File: src/rtl/gcpa_pkg.sv
// gcpa_pkg: shared constants, types and the opcode length table of the
// command packet assembler. No dependencies.
`timescale 1ns / 1ps

package gcpa_pkg;

   // largest packet the assembler will hold; longer table entries saturate
   localparam int MAX_PACKET_WORDS = 16;
   localparam int LEN_W            = $clog2(MAX_PACKET_WORDS + 1);
   localparam int RAW_LEN_W        = 5;

   // opcodes with special meaning
   localparam logic [7:0] OP_DRAW_MODE = 8'hE1;

   // command classes
   localparam logic [3:0] CLS_NOP       = 4'd0;
   localparam logic [3:0] CLS_ATTRIBUTE = 4'd1;
   localparam logic [3:0] CLS_FILL      = 4'd2;
   localparam logic [3:0] CLS_POLYGON   = 4'd3;
   localparam logic [3:0] CLS_LINE      = 4'd4;
   localparam logic [3:0] CLS_RECT      = 4'd5;
   localparam logic [3:0] CLS_VRAM_VRAM = 4'd6;
   localparam logic [3:0] CLS_CPU_VRAM  = 4'd7;
   localparam logic [3:0] CLS_VRAM_CPU  = 4'd8;

   // decoded view of one opcode
   typedef struct packed {
      logic [LEN_W-1:0] len;
      logic [3:0]       cls;
      logic             unknown;
   } op_info_type;

   // raw packet length in words for each opcode
   function automatic logic [RAW_LEN_W-1:0] packet_length(input logic [7:0] op);
      logic [RAW_LEN_W-1:0] len;
      case (op) inside
         8'h02:                                  len = 5'd3;
         [8'h20:8'h23]:                          len = 5'd4;
         [8'h24:8'h27]:                          len = 5'd7;
         [8'h28:8'h2B]:                          len = 5'd5;
         [8'h2C:8'h2F], [8'h34:8'h37]:           len = 5'd9;
         [8'h30:8'h33]:                          len = 5'd6;
         [8'h38:8'h3B]:                          len = 5'd8;
         [8'h3C:8'h3F]:                          len = 5'd12;
         [8'h40:8'h47]:                          len = 5'd3;
         [8'h48:8'h4F], [8'h58:8'h5F]:           len = 5'd16;
         [8'h50:8'h57]:                          len = 5'd4;
         [8'h60:8'h62]:                          len = 5'd3;
         [8'h64:8'h67]:                          len = 5'd4;
         8'h68, 8'h6A, 8'h70, 8'h72, 8'h78, 8'h7A, 8'h7B: len = 5'd2;
         [8'h6C:8'h6F], [8'h74:8'h77], [8'h7C:8'h7F]:   len = 5'd3;
         [8'h80:8'h9F]:                          len = 5'd4;
         [8'hA0:8'hDF]:                          len = 5'd3;
         default:                                len = 5'd1;
      endcase
      return len;
   endfunction

endpackage

File: src/rtl/gcpa_decode.sv
// gcpa_decode: opcode decode, giving packet length (saturated), command
// class and the unsupported-opcode flag. Depends on gcpa_pkg.
`timescale 1ns / 1ps

module gcpa_decode
   import gcpa_pkg::*;
(
   input  logic [7:0]  opcode,
   output op_info_type info
);

   logic [RAW_LEN_W-1:0] raw_len;

   // table length clipped to the largest packet held, then command class
   always_comb begin
      raw_len = packet_length(opcode);
      if (32'(raw_len) > MAX_PACKET_WORDS) begin
         info.len = LEN_W'(MAX_PACKET_WORDS);
      end else begin
         info.len = LEN_W'(raw_len);
      end

      info.unknown = 1'b0;
      case (opcode) inside
         8'h00:         info.cls = CLS_NOP;
         8'h01:         info.cls = CLS_ATTRIBUTE;
         8'h02:         info.cls = CLS_FILL;
         [8'h20:8'h3F]: info.cls = CLS_POLYGON;
         [8'h40:8'h5F]: info.cls = CLS_LINE;
         [8'h60:8'h7F]: info.cls = CLS_RECT;
         [8'h80:8'h9F]: info.cls = CLS_VRAM_VRAM;
         [8'hA0:8'hBF]: info.cls = CLS_CPU_VRAM;
         [8'hC0:8'hDF]: info.cls = CLS_VRAM_CPU;
         [8'hE1:8'hE6]: info.cls = CLS_ATTRIBUTE;
         default: begin
            info.cls     = CLS_NOP;
            info.unknown = 1'b1;
         end
      endcase
   end

endmodule

File: src/rtl/gpu_command_packet_assembler_top.sv
// gpu_command_packet_assembler_top: packet state registers, step logic and
// result register. Depends on gcpa_pkg and gcpa_decode.
`timescale 1ns / 1ps

// Takes one 32-bit command word per item and returns one result item per
// word. The top byte of the first word of a packet is its opcode; the
// packet closes after the table length for that opcode, at which point the
// class and unsupported flag are reported and the held count returns to
// zero. A closing draw-mode packet (opcode E1) loads bits 13..0 of its word
// into the draw mode. Throughput is one item per clock unless stalled: the
// step is a table lookup, one increment and compare, and a decode between
// the packet state registers and the result register, so each result
// appears the cycle after its word is accepted. The input stays ready
// while the result register is empty or being drained in the same cycle.
module gpu_command_packet_assembler_top
   import gcpa_pkg::*;
(
   input  logic        clock,
   input  logic        reset,
   input  logic        req_valid,
   output logic        req_ready,
   input  logic [31:0] req_command_word,
   output logic        rsp_valid,
   input  logic        rsp_ready,
   output logic        rsp_packet_done,
   output logic [3:0]  rsp_command_class,
   output logic        rsp_unknown_opcode,
   output logic [3:0]  rsp_words_held,
   output logic [13:0] rsp_draw_mode
);

   logic [7:0]       opcode_ff, opcode_in;
   logic [LEN_W-1:0] count_ff, count_in;
   logic [13:0]      draw_mode_ff, draw_mode_in;
   logic             rsp_valid_ff, rsp_valid_in;
   logic             done_ff;
   logic [3:0]       class_ff;
   logic             unknown_ff;
   logic [3:0]       held_ff;
   logic [13:0]      mode_ff;

   logic             accept;
   logic [LEN_W-1:0] count_inc;
   logic             done;
   op_info_type      info;

   assign req_ready = !rsp_valid_ff || rsp_ready;
   assign accept    = req_valid && req_ready;

   // opcode of the packet in flight, taken from the first word
   assign opcode_in = (count_ff == '0) ? req_command_word[31:24] : opcode_ff;

   gcpa_decode u_decode (
      .opcode (opcode_in),
      .info   (info)
   );

   // count words and close the packet at its length
   always_comb begin
      count_inc    = count_ff + LEN_W'(1);
      done         = (count_inc >= info.len);
      count_in     = done ? '0 : count_inc;
      draw_mode_in = (done && opcode_in == OP_DRAW_MODE) ?
                     req_command_word[13:0] : draw_mode_ff;
   end

   // packet state
   always_ff @(posedge clock) begin
      if (reset) begin
         opcode_ff    <= '0;
         count_ff     <= '0;
         draw_mode_ff <= '0;
      end else if (accept) begin
         opcode_ff    <= opcode_in;
         count_ff     <= count_in;
         draw_mode_ff <= draw_mode_in;
      end
   end

   // result register valid
   assign rsp_valid_in = accept || (rsp_valid_ff && !rsp_ready);

   always_ff @(posedge clock) begin
      if (reset) begin
         rsp_valid_ff <= 1'b0;
      end else begin
         rsp_valid_ff <= rsp_valid_in;
      end
   end

   // result payload, loaded with each accepted item
   always_ff @(posedge clock) begin
      if (accept) begin
         done_ff    <= done;
         class_ff   <= done ? info.cls : CLS_NOP;
         unknown_ff <= done && info.unknown;
         held_ff    <= 4'(count_in);
         mode_ff    <= draw_mode_in;
      end
   end

   assign rsp_valid          = rsp_valid_ff;
   assign rsp_packet_done    = done_ff;
   assign rsp_command_class  = class_ff;
   assign rsp_unknown_opcode = unknown_ff;
   assign rsp_words_held     = held_ff;
   assign rsp_draw_mode      = mode_ff;

endmodule

File: config.mk
export PLATFORM = sky130hd
export DESIGN_NAME = gpu_command_packet_assembler_top
export DESIGN_NICKNAME = d
export VERILOG_FILES = /design/src/rtl/gcpa_pkg.sv /design/src/rtl/gcpa_decode.sv /design/src/rtl/gpu_command_packet_assembler_top.sv
export SDC_FILE = /design/constraint.sdc
export NUM_CORES = 1
export LEC_CHECK = 0
export ABC_AREA = 1
export BUFFER_PORTS_ARGS = -buffer_cell sky130_fd_sc_hd__buf_2
export CAP_MARGIN = 20
export CORE_UTILIZATION = 55
export CTS_CLUSTER_DIAMETER = 100
export DETAILED_ROUTE_END_ITERATION = 7
export GPL_TIMING_DRIVEN = 0
export PLACE_DENSITY = 0.9
export REMOVE_ABC_BUFFERS = 1
export SLEW_MARGIN = 20
export SYNTH_ARGS = -nofsm -noshare
export SYNTH_HDL_FRONTEND = slang
export SYNTH_SLANG_ARGS = --single-unit
File: constraint.sdc
create_clock -name clock -period 8.6 [get_ports clock]
set_clock_uncertainty 0.05 [all_clocks]
set_input_delay 1.72 -clock clock [delete_from_list [all_inputs] [get_ports clock]]
set_output_delay 1.72 -clock clock [all_outputs]
set_load 0.01 [all_outputs]
**Word level (Yosys, flattened, before mapping)**

Cells that the tools add are included.

- Flip-flop bits (word level): 52

- Add/sub/neg operators: 1
- Magnitude comparators: 44
- Equal/unequal tests: 10
- Multiplexer cells: 40
- Bitwise gates (word level): 1
- Reduce and logical (&&, ||, !) cells: 43

Operators by type and width:

| cell | count |
|---|---|
| $ge 8x7->1 const B | 9 |
| $le 8x7->1 const B | 9 |
| $mux 5 | 14 |
| $ge 8x6->1 const B | 8 |
| $le 8x6->1 const B | 8 |
| $eq 8x7->1 const B | 7 |
| $ge 8x8->1 const B | 4 |
| $le 8x8->1 const B | 4 |
| $logic_and 1x1->1 | 29 |
| $mux 3 | 8 |
| $mux 14 | 1 |
| $mux 1 | 12 |
| $reduce_or 9->1 | 1 |
| $eq 8x1->1 const B | 1 |
| $eq 8x2->1 const B | 1 |
| $eq 8x8->1 const B | 1 |
| $logic_not 8->1 | 1 |
| $mux 8 | 1 |
| $reduce_or 7->1 | 1 |
| $mux 2 | 3 |
| $reduce_or 2->1 | 3 |
| $reduce_or 3->1 | 2 |
| $add 5x1->5 const B | 1 |
| $ge 5x5->1 | 1 |
| 7 further kinds | 9 |

**Longest topological paths before layout**

Gate-level depths: netlist of run 1.

- Word-level depth: 26
- Mapped depth: 28

**Hierarchy**

Synthesis of run 1 repeated with hierarchy kept, for this count alone.

- Cell total of the unflattened synthesis: 424
- Area, all modules: 3076.7 um^2

Modules (own cells, without submodules):

| module | times used | cells an instance | area an instance (um^2) |
|---|---|---|---|
| gpu_command_packet_assembler_top | 1 | 312 | 2524.9 |
| gcpa_decode | 1 | 112 | 551.8 |

**Worst setup path before layout of run 1**

Ideal clock, no wire load.

- Path kind: input port to flip-flop
- Start point: input req_command_word[31]
- End point: register mode_ff[10], in the netlist rsp_draw_mode[10], data pin
- Library setup time: 258 ps
- Data arrival time: 3770 ps
- Required time: 8292 ps
- Slack: 4522 ps
- Stages: 19
- Cell sequence: nand3_1 > nand2_2 > nor2_1 > inv_1 > nor2_1 > nand3_1 > nand3_1 > nor2_1 > nand4_1 > nor2_1 > ha_1 > nand2_1 > inv_1 > nand4_1 > nand3_1 > nand4_4 > buf_6 > nor2_2 > a21oi_2

- Cells in the longest elaborated chain, start to end: 25
- Elaborated cells on any way between the ends: 93

RTL lines:

| what | line | RTL |
|---|---|---|
| from (decl) | gpu_command_packet_assembler_top.sv:22 | `input logic [31:0] req_command_word,` |
| $mux 8 (*) | gpu_command_packet_assembler_top.sv:51 | `assign opcode_in = (count_ff == '0) ? req_command_word[31:24] : opcode_ff;` |
| $ge 8x8->1 (not written as such) / $le 8x8->1 (equally long branches) | gcpa_decode.sv:16 | `raw_len = packet_length(opcode);` |
| $logic_and 1x1->1 (not written as such) | gcpa_decode.sv:16 |  |
| $mux 2 | gcpa_pkg.sv:36 | `case (op) inside` |
| $mux 3 (4 in a row) | gcpa_pkg.sv:36 |  |
| $mux 5 (11 in a row) | gcpa_pkg.sv:36 |  |
| $mux 5 (*) | gcpa_pkg.sv:36 |  |
| $gt 5x5->1 | gcpa_decode.sv:17 | `if (32'(raw_len) > MAX_PACKET_WORDS) begin` |
| $mux 5 (*) | gcpa_decode.sv:17 |  |
| $ge 5x5->1 (*) | gpu_command_packet_assembler_top.sv:61 | `done = (count_inc >= info.len);` |
| via done | gpu_command_packet_assembler_top.sv:44 | `logic done;` |
| $logic_and 1x1->1 (*) | gpu_command_packet_assembler_top.sv:63 | `draw_mode_in = (done && opcode_in == OP_DRAW_MODE) ?` |
| $mux 14 (*) | gpu_command_packet_assembler_top.sv:63 |  |
| via draw_mode_in[10] | gpu_command_packet_assembler_top.sv:34 | `logic [13:0] draw_mode_ff, draw_mode_in;` |
| to (signal assigned) | gpu_command_packet_assembler_top.sv:98 | `mode_ff <= draw_mode_in;` |
| to (decl) | gpu_command_packet_assembler_top.sv:40 | `logic [13:0] mode_ff;` |

Mark *: on every way through the listed nets, which the timed path passes. The rest lies on a longest branch.
A chain may end at the register's enable or synchronous reset.

**Final worst setup path of run 1**

- Start point: input req_command_word[31]
- End point: register draw_mode_ff[4]

- Cells in the longest elaborated chain, start to end: 25
- Elaborated cells on any way between the ends: 93

RTL lines:

| what | line | RTL |
|---|---|---|
| $mux 8 (*) | gpu_command_packet_assembler_top.sv:51 |  |
| $ge 8x8->1 (not written as such) / $le 8x8->1 (equally long branches) | gcpa_decode.sv:16 |  |
| $logic_and 1x1->1 (not written as such) | gcpa_decode.sv:16 |  |
| $mux 2 | gcpa_pkg.sv:36 |  |
| $mux 3 (4 in a row) | gcpa_pkg.sv:36 |  |
| $mux 5 (11 in a row) | gcpa_pkg.sv:36 |  |
| $mux 5 (*) | gcpa_pkg.sv:36 |  |
| $gt 5x5->1 | gcpa_decode.sv:17 |  |
| $mux 5 (*) | gcpa_decode.sv:17 |  |
| $ge 5x5->1 (*) | gpu_command_packet_assembler_top.sv:61 |  |
| via done | gpu_command_packet_assembler_top.sv:44 |  |
| $logic_and 1x1->1 (*) | gpu_command_packet_assembler_top.sv:63 |  |
| $mux 14 (*) | gpu_command_packet_assembler_top.sv:63 |  |
| via draw_mode_in[4] | gpu_command_packet_assembler_top.sv:34 |  |
| to (signal assigned) | gpu_command_packet_assembler_top.sv:76 | `draw_mode_ff <= draw_mode_in;` |
| to (decl) | gpu_command_packet_assembler_top.sv:34 |  |

Marked as above.

==> qor.txt, run 1 <==
Top FF cell, synth: dfxtp_1
Hold Crit Class: reg -> reg
Starting Density: 0.583
DRT antenna net count: 0
Num CTS Buffers: 5
sequential area share after synthesis: 0.422
Max VDD drop: 0.123 mV
# hold bufs at CTS: 0
IO Count: 62
Rows: 26
vias in the first global route: 2482
Syn Std Cell Area: 3040 um^2
minimum hold slack: 0.474 ns
final wirelength: 6.49 mm
initial antenna violation count: 0
DPL Wire Length: 4.66 mm
biggest area consumer among synthesized cells: edfxtp_1
area grow syn2layout: 12.6%
die height: 76.3 um
PwrDens: 294 nW/um^2
status: completed
GR Util All Layers: 0.237
Core Util, Final: 0.657
crit path launch type: primary input
# diodes: 0
Setup-failing EPs final: 0
postcts setup bufs: 0
CTS tree: built
Ys Warns: 0
Resize count post-CTS: 0
RSZ-0062 raised after global routing: false
CTS H-tree lvls: 2
layout cell share with drive strength beyond 1: 0.241
most frequent cells in the layout: inv_1 (74), buf_2 (51), nand2_1 (46)
Sink Count: 52
critical path peak fanout: 28
final-report hold violation count: 0
leak pwr: 1.71 nW
Root Driver: clkbuf_8
largest net degree at the start of global routing: 43
nets: 469
routed length per instance: 13.1 um
RR Startpoint: count_ff[0]
Slew headroom: 0.532
crit path capture type: flop
drt via density: 5.28
Max Root-Sink Buffers: 2
count of cell types in the netlist: 35
Die X: 76.3 um
max_cap viols: 0
Die ar.: 5820 um^2
Synth Register Bits: 52
CP arrival: 4.96 ns
worst slack at placement: 3.54 ns
FFs w/ async S/R, synth: 0
Setup CP Type: in -> reg
crit path launch: req_command_word[31]
setup ws final: 3.79 ns
PnR Total Power: 0.00101 W
Post-synth EDFFs: 24
Fin Setup TNS: 0 ns
routed via count: 2623
worst slew pin tran: 0.700 ns
fmax: 208 MHz
Final GP Congestion: 0.978
post-route clock period utilization: 0.559
Synth Instances: 380
Iter 0 DRT Violations: 128
Crit path required time: 8.75 ns
drt pass-1 iters: 4
Hold Crit Start: opcode_ff[2]
I/O Buffers: 51
first-pass GRT wire length: 11.1 mm
total grt overflow: 0
max-slew violation count: 0
Area contributors post-synth: edfxtp_1 (24%), dfxtp_1 (18%), inv_1 (9.3%)
Avg Inst Size Synth: 7.99 um^2
Remaining DRCs: 0
area of the core: 5200 um^2
Synth top area share: 0.237
clock period minus worst slack: 4.81 ns
Clock transition at path regs: 0.10 ns
Clk Latency, worst-skew pair: 0.31 ns
commonest non-fill, non-tap cell in the layout: inv_1
## critical path, cell delays in order
cell     delay [ns]
buf_2          0.10
nand3_1        0.08
nand2_2        0.15
nor2_1         0.31
inv_1          0.14
nor2_1         0.18
nand3_1        0.12
nand3_1        0.10
nor2_1         0.05
nand4_1        0.07
nor2_1         0.05
ha_1           0.31
nand2_1        0.05
inv_1          0.04
nand4_1        0.06
nand3_1        0.28
nand4_4        0.54
nor2_1         0.32
a21oi_2        0.06
o21ai_1        0.14
inv_1          0.06
## report_power, final
part	leakage [nW]	internal [W]	switching (W)	total (W)
combinational	1.18	0.000156	0.000343	0.000499
clock	0.0614	0.0000953	0.0000849	0.000180
sequential	0.473	0.000311	0.0000161	0.000328
total	1.71	0.000563	0.000444	0.00101
## cell families (layout without fill, tap and decap cells)
| family | Yosys count | after routing | share of synthesized area |
|---|---|---|---|
| DFF | 52 | 52 | 0.422 |
| adders and majority gates | 7 | 7 | 0.0288 |
| xor gates and xnor gates | 2 | 2 | 0.00577 |
| buffers and inverters | 89 | 136 | 0.123 |
| AOI/OAI and AO/OA | 80 | 80 | 0.157 |
| and+or+nand+nor | 150 | 150 | 0.264 |
## final timing paths
check / to / slack (ns) / cells past startpoint
setup / recovery: draw_mode_ff[4] / 3.79 / 21
hold / removal: opcode_ff[2] / 0.47 / 2
setup reg to reg: draw_mode_ff[4] / 3.98 / 25
hold reg to reg: opcode_ff[2] / 0.47 / 2
## Yosys cell counts, drive strengths merged, types with 2 or more instances
master / n
nand3b: 6
ha: 7
xnor2: 2
buf: 7
clkbuf: 5
o21ai: 26
nand4: 9
o2111ai: 3
a21oi: 46
nor3: 3
nand2: 59
nand3: 22
edfxtp: 24
nor4: 2
o211ai: 2
inv: 77
dfxtp: 28
nor2: 48
## stage by stage
stage,cells,cell area (um^2)
3_3_place_gp,489,3290
5_1_grt,497,3420
2_1_floorplan,368,2950
6_report,497,3420
3_5_place_dp,489,3300
4_1_cts,497,3420
## cell type report
| cell class | instances | area, um^2 |
|---|---|---|
| inverter | 77 | 289 |
| clock buffer | 6 | 82.6 |
| timing repair buffer | 51 | 255 |
| multi-input combinational | 239 | 1380 |
| tap | 70 | 87.6 |
| fill | 438 | 1790 |
| clock inverter | 2 | 38.8 |
| sequential | 52 | 1280 |
## state kept, by name (all words and copies together), names as in the netlist
name                cells
rsp_words_held          4
rsp_draw_mode          14
count_ff                5
rsp_command_class       4
rsp_unknown_opcode      1
draw_mode_ff           14
rsp_packet_done         1
rsp_valid               1
opcode_ff               8
## layer usage
metal | part of all wire | track usage | vias up
met4 | 0.016 | 0.0942 | 0
met3 | 0.055 | 0.0371 | 11
met5 | 0 | 0 | -
met1 | 0.45 | 0.294 | 1195
met2 | 0.48 | 0.409 | 88
li1 | - | - | 1329
Power figures use the tool's default switching activity.
==> inputs of run 2 (changes only) <==
CORE_UTILIZATION = 50   (was 55)
PLACE_DENSITY = 0.87   (was 0.9)
clock period = 3.95 ns   (was 8.6 ns; I/O delays follow)
==> qor.txt, run 2 (same netlist as run 1, synthesis figures left out) <==
Num CTS Buffers: 5 (unchanged)
RSZ-0062 raised after global routing: false
most used cell, CP: inv_1
Fin Setup TNS: 0 ns (unchanged)
PwrDens: 637 nW/um^2 (+120%)
Final GP Congestion: 1.04 (+6.0%)
layout cell share with drive strength beyond 1: 0.258 (+0.0163)
total grt overflow: 0 (unchanged)
area of the core: 5890 um^2 (+13%)
crit path launch type: flop
commonest non-fill, non-tap cell in the layout: inv_1
die height: 79.9 um (+4.8%)
CTS tree: built
Clk Latency, worst-skew pair: 0.31 ns (about the same)
worst r2r path cells: 26 (+4.0%)
# diodes: 0 (unchanged)
nets: 473 (+0.85%)
Setup CP Type: reg -> reg
worst hold path depth: 2 (unchanged)
crit path capture type: flop
Sink Count: 52 (unchanged)
Hold Crit Class: reg -> reg
max_cap viols: 0 (unchanged)
leak pwr: 1.76 nW (+2.5%)
Iter 0 DRT Violations: 187 (+46%)
Crit path required time: 4.11 ns (-4.64 ns)
Remaining DRCs: 2 (+2)
status: complete, but fails checks
drt pass-1 iters: 7 (+3)
# hold bufs at CTS: 0 (unchanged)
CP arrival: 3.83 ns (-1.13 ns)
Worst path max stage delay: 0.40 ns (-0.14 ns)
Core Util, Final: 0.598 (-0.0592)
Max Root-Sink Buffers: 2 (unchanged)
Max VDD drop: 0.309 mV (+150%)
routed via count: 2623 (unchanged)
initial antenna violation count: 0 (unchanged)
final wirelength: 6.63 mm (+2.1%)
max-slew violation count: 0 (unchanged)
Clock transition at path regs: 0.10 ns (about the same)
area grow syn2layout: 15.8%
slowest CP cell: dfxtp_2
Slew headroom: 0.508 (-0.0241)
final-report hold violation count: 0 (unchanged)
Die X: 79.9 um (+4.8%)
fmax: 273 MHz
IO Count: 62 (unchanged)
Setup-failing EPs final: 0 (unchanged)
vias in the first global route: 2480 (-0.081%)
most frequent cells in the layout: inv_1 (74), buf_2 (51), nand2_1 (45)
critical path peak fanout: 14 (-50%)
routed length per instance: 13.1 um (+0.28%)
drt via density: 5.18 (-1.8%)
CTS H-tree lvls: 2 (unchanged)
Root Driver: clkbuf_8
worst slew pin tran: 0.736 ns (+0.0360 ns)
Rows: 28 (+7.7%)
post-route clock period utilization: 0.929
DRT antenna net count: 0 (unchanged)
largest net degree at the start of global routing: 43 (unchanged)
I/O Buffers: 51 (unchanged)
failing checks: design-rule violations
Die ar.: 6390 um^2 (+9.7%)
first-pass GRT wire length: 10.8 mm (-2.7%)
DPL Wire Length: 4.48 mm (-3.8%)
clock period minus worst slack: 3.67 ns
GR Util All Layers: 0.219 (-0.0177)
Starting Density: 0.516 (-0.0675)
FILL cells: 514 (+17%)
[run 2: changes by cell type in the layout (fill, tap and decap cells not counted)]
cell     before  now
nand4_4       1    2
buf_12        0    2
nor2_2        6    7
nor2_1       37   36
nand2_4       5    6
nand3_1      21   20
buf_4         0    1
dfxtp_2       0    1
dfxtp_1      28   27
nand3_4       0    1
nand2_1      46   45
[run 2: layout make-up]
class                      instances  area [um^2]  area share
multi-input combinational        240         1430       0.406
sequential                        52         1280       0.365
timing repair buffer              54          303      0.0861
inverter                          77          289      0.0822
tap                               75         93.8      0.0267
clock buffer                       6         82.6      0.0235
clock inverter                     2         38.8      0.0110
[run 2: worst paths after layout]
kind                                    from               to  slack [ns]
worst min register to register  opcode_ff[2]     opcode_ff[2]        0.46
worst max-delay path             count_ff[0]  draw_mode_ff[9]        0.28
worst min-delay path            opcode_ff[2]     opcode_ff[2]        0.46
worst max register to register   count_ff[0]  draw_mode_ff[9]        0.28
[run 2: worst max-delay path: cells and delay by family (launching register included)]
kind                       cells  cell delay (ns)
DFF                            1             0.40
and+or+nand+nor               15             1.70
AOI/OAI and AO/OA              2             0.17
buffers and inverters          7             0.72
adders and majority gates      2             0.49
[run 2: timing repair]
action / in CTS / in global routing
gates resized for setup: 2 / 5
gates cloned: 1 / 0
endpoints found under the setup margin: 28 / 31
pin swaps: 3 / 0
buffers inserted: 3 / 0
[run 2: power by group]
part           total (W)  leakage [nW]  internal, W  switching (W)
registers       0.000715         0.473     0.000679      0.0000357
logic            0.00114          1.22     0.000365       0.000773
clock network   0.000388        0.0614     0.000207       0.000180
[run 2: through the flow]
step | area [um^2] | std cells | worst slack [ns] | hold slack (ns) | total power [W]
final | 3520 | 506 | 0.281 | 0.461 | 0.00224
after floorplan | 2950 | 368 | 0.349 | 0.418 | 0.00152
after CTS | 3500 | 506 | 0.150 | 0.464 | 0.00220
after global routing | 3520 | 506 | 0.0151 | 0.507 | 0.00241
after global placement | 3300 | 494 | -0.430 | 0.434 | 0.00174
after detailed placement | 3300 | 494 | -0.516 | 0.440 | 0.00177
[run 2: routing by layer]
layer  GRT usage  vias up  part of all wire
met1       0.255     1188              0.44
met5           0        -                 0
met3      0.0457       12             0.049
met2       0.387       79              0.49
li1            -     1344                 -
met4      0.0893        0             0.017
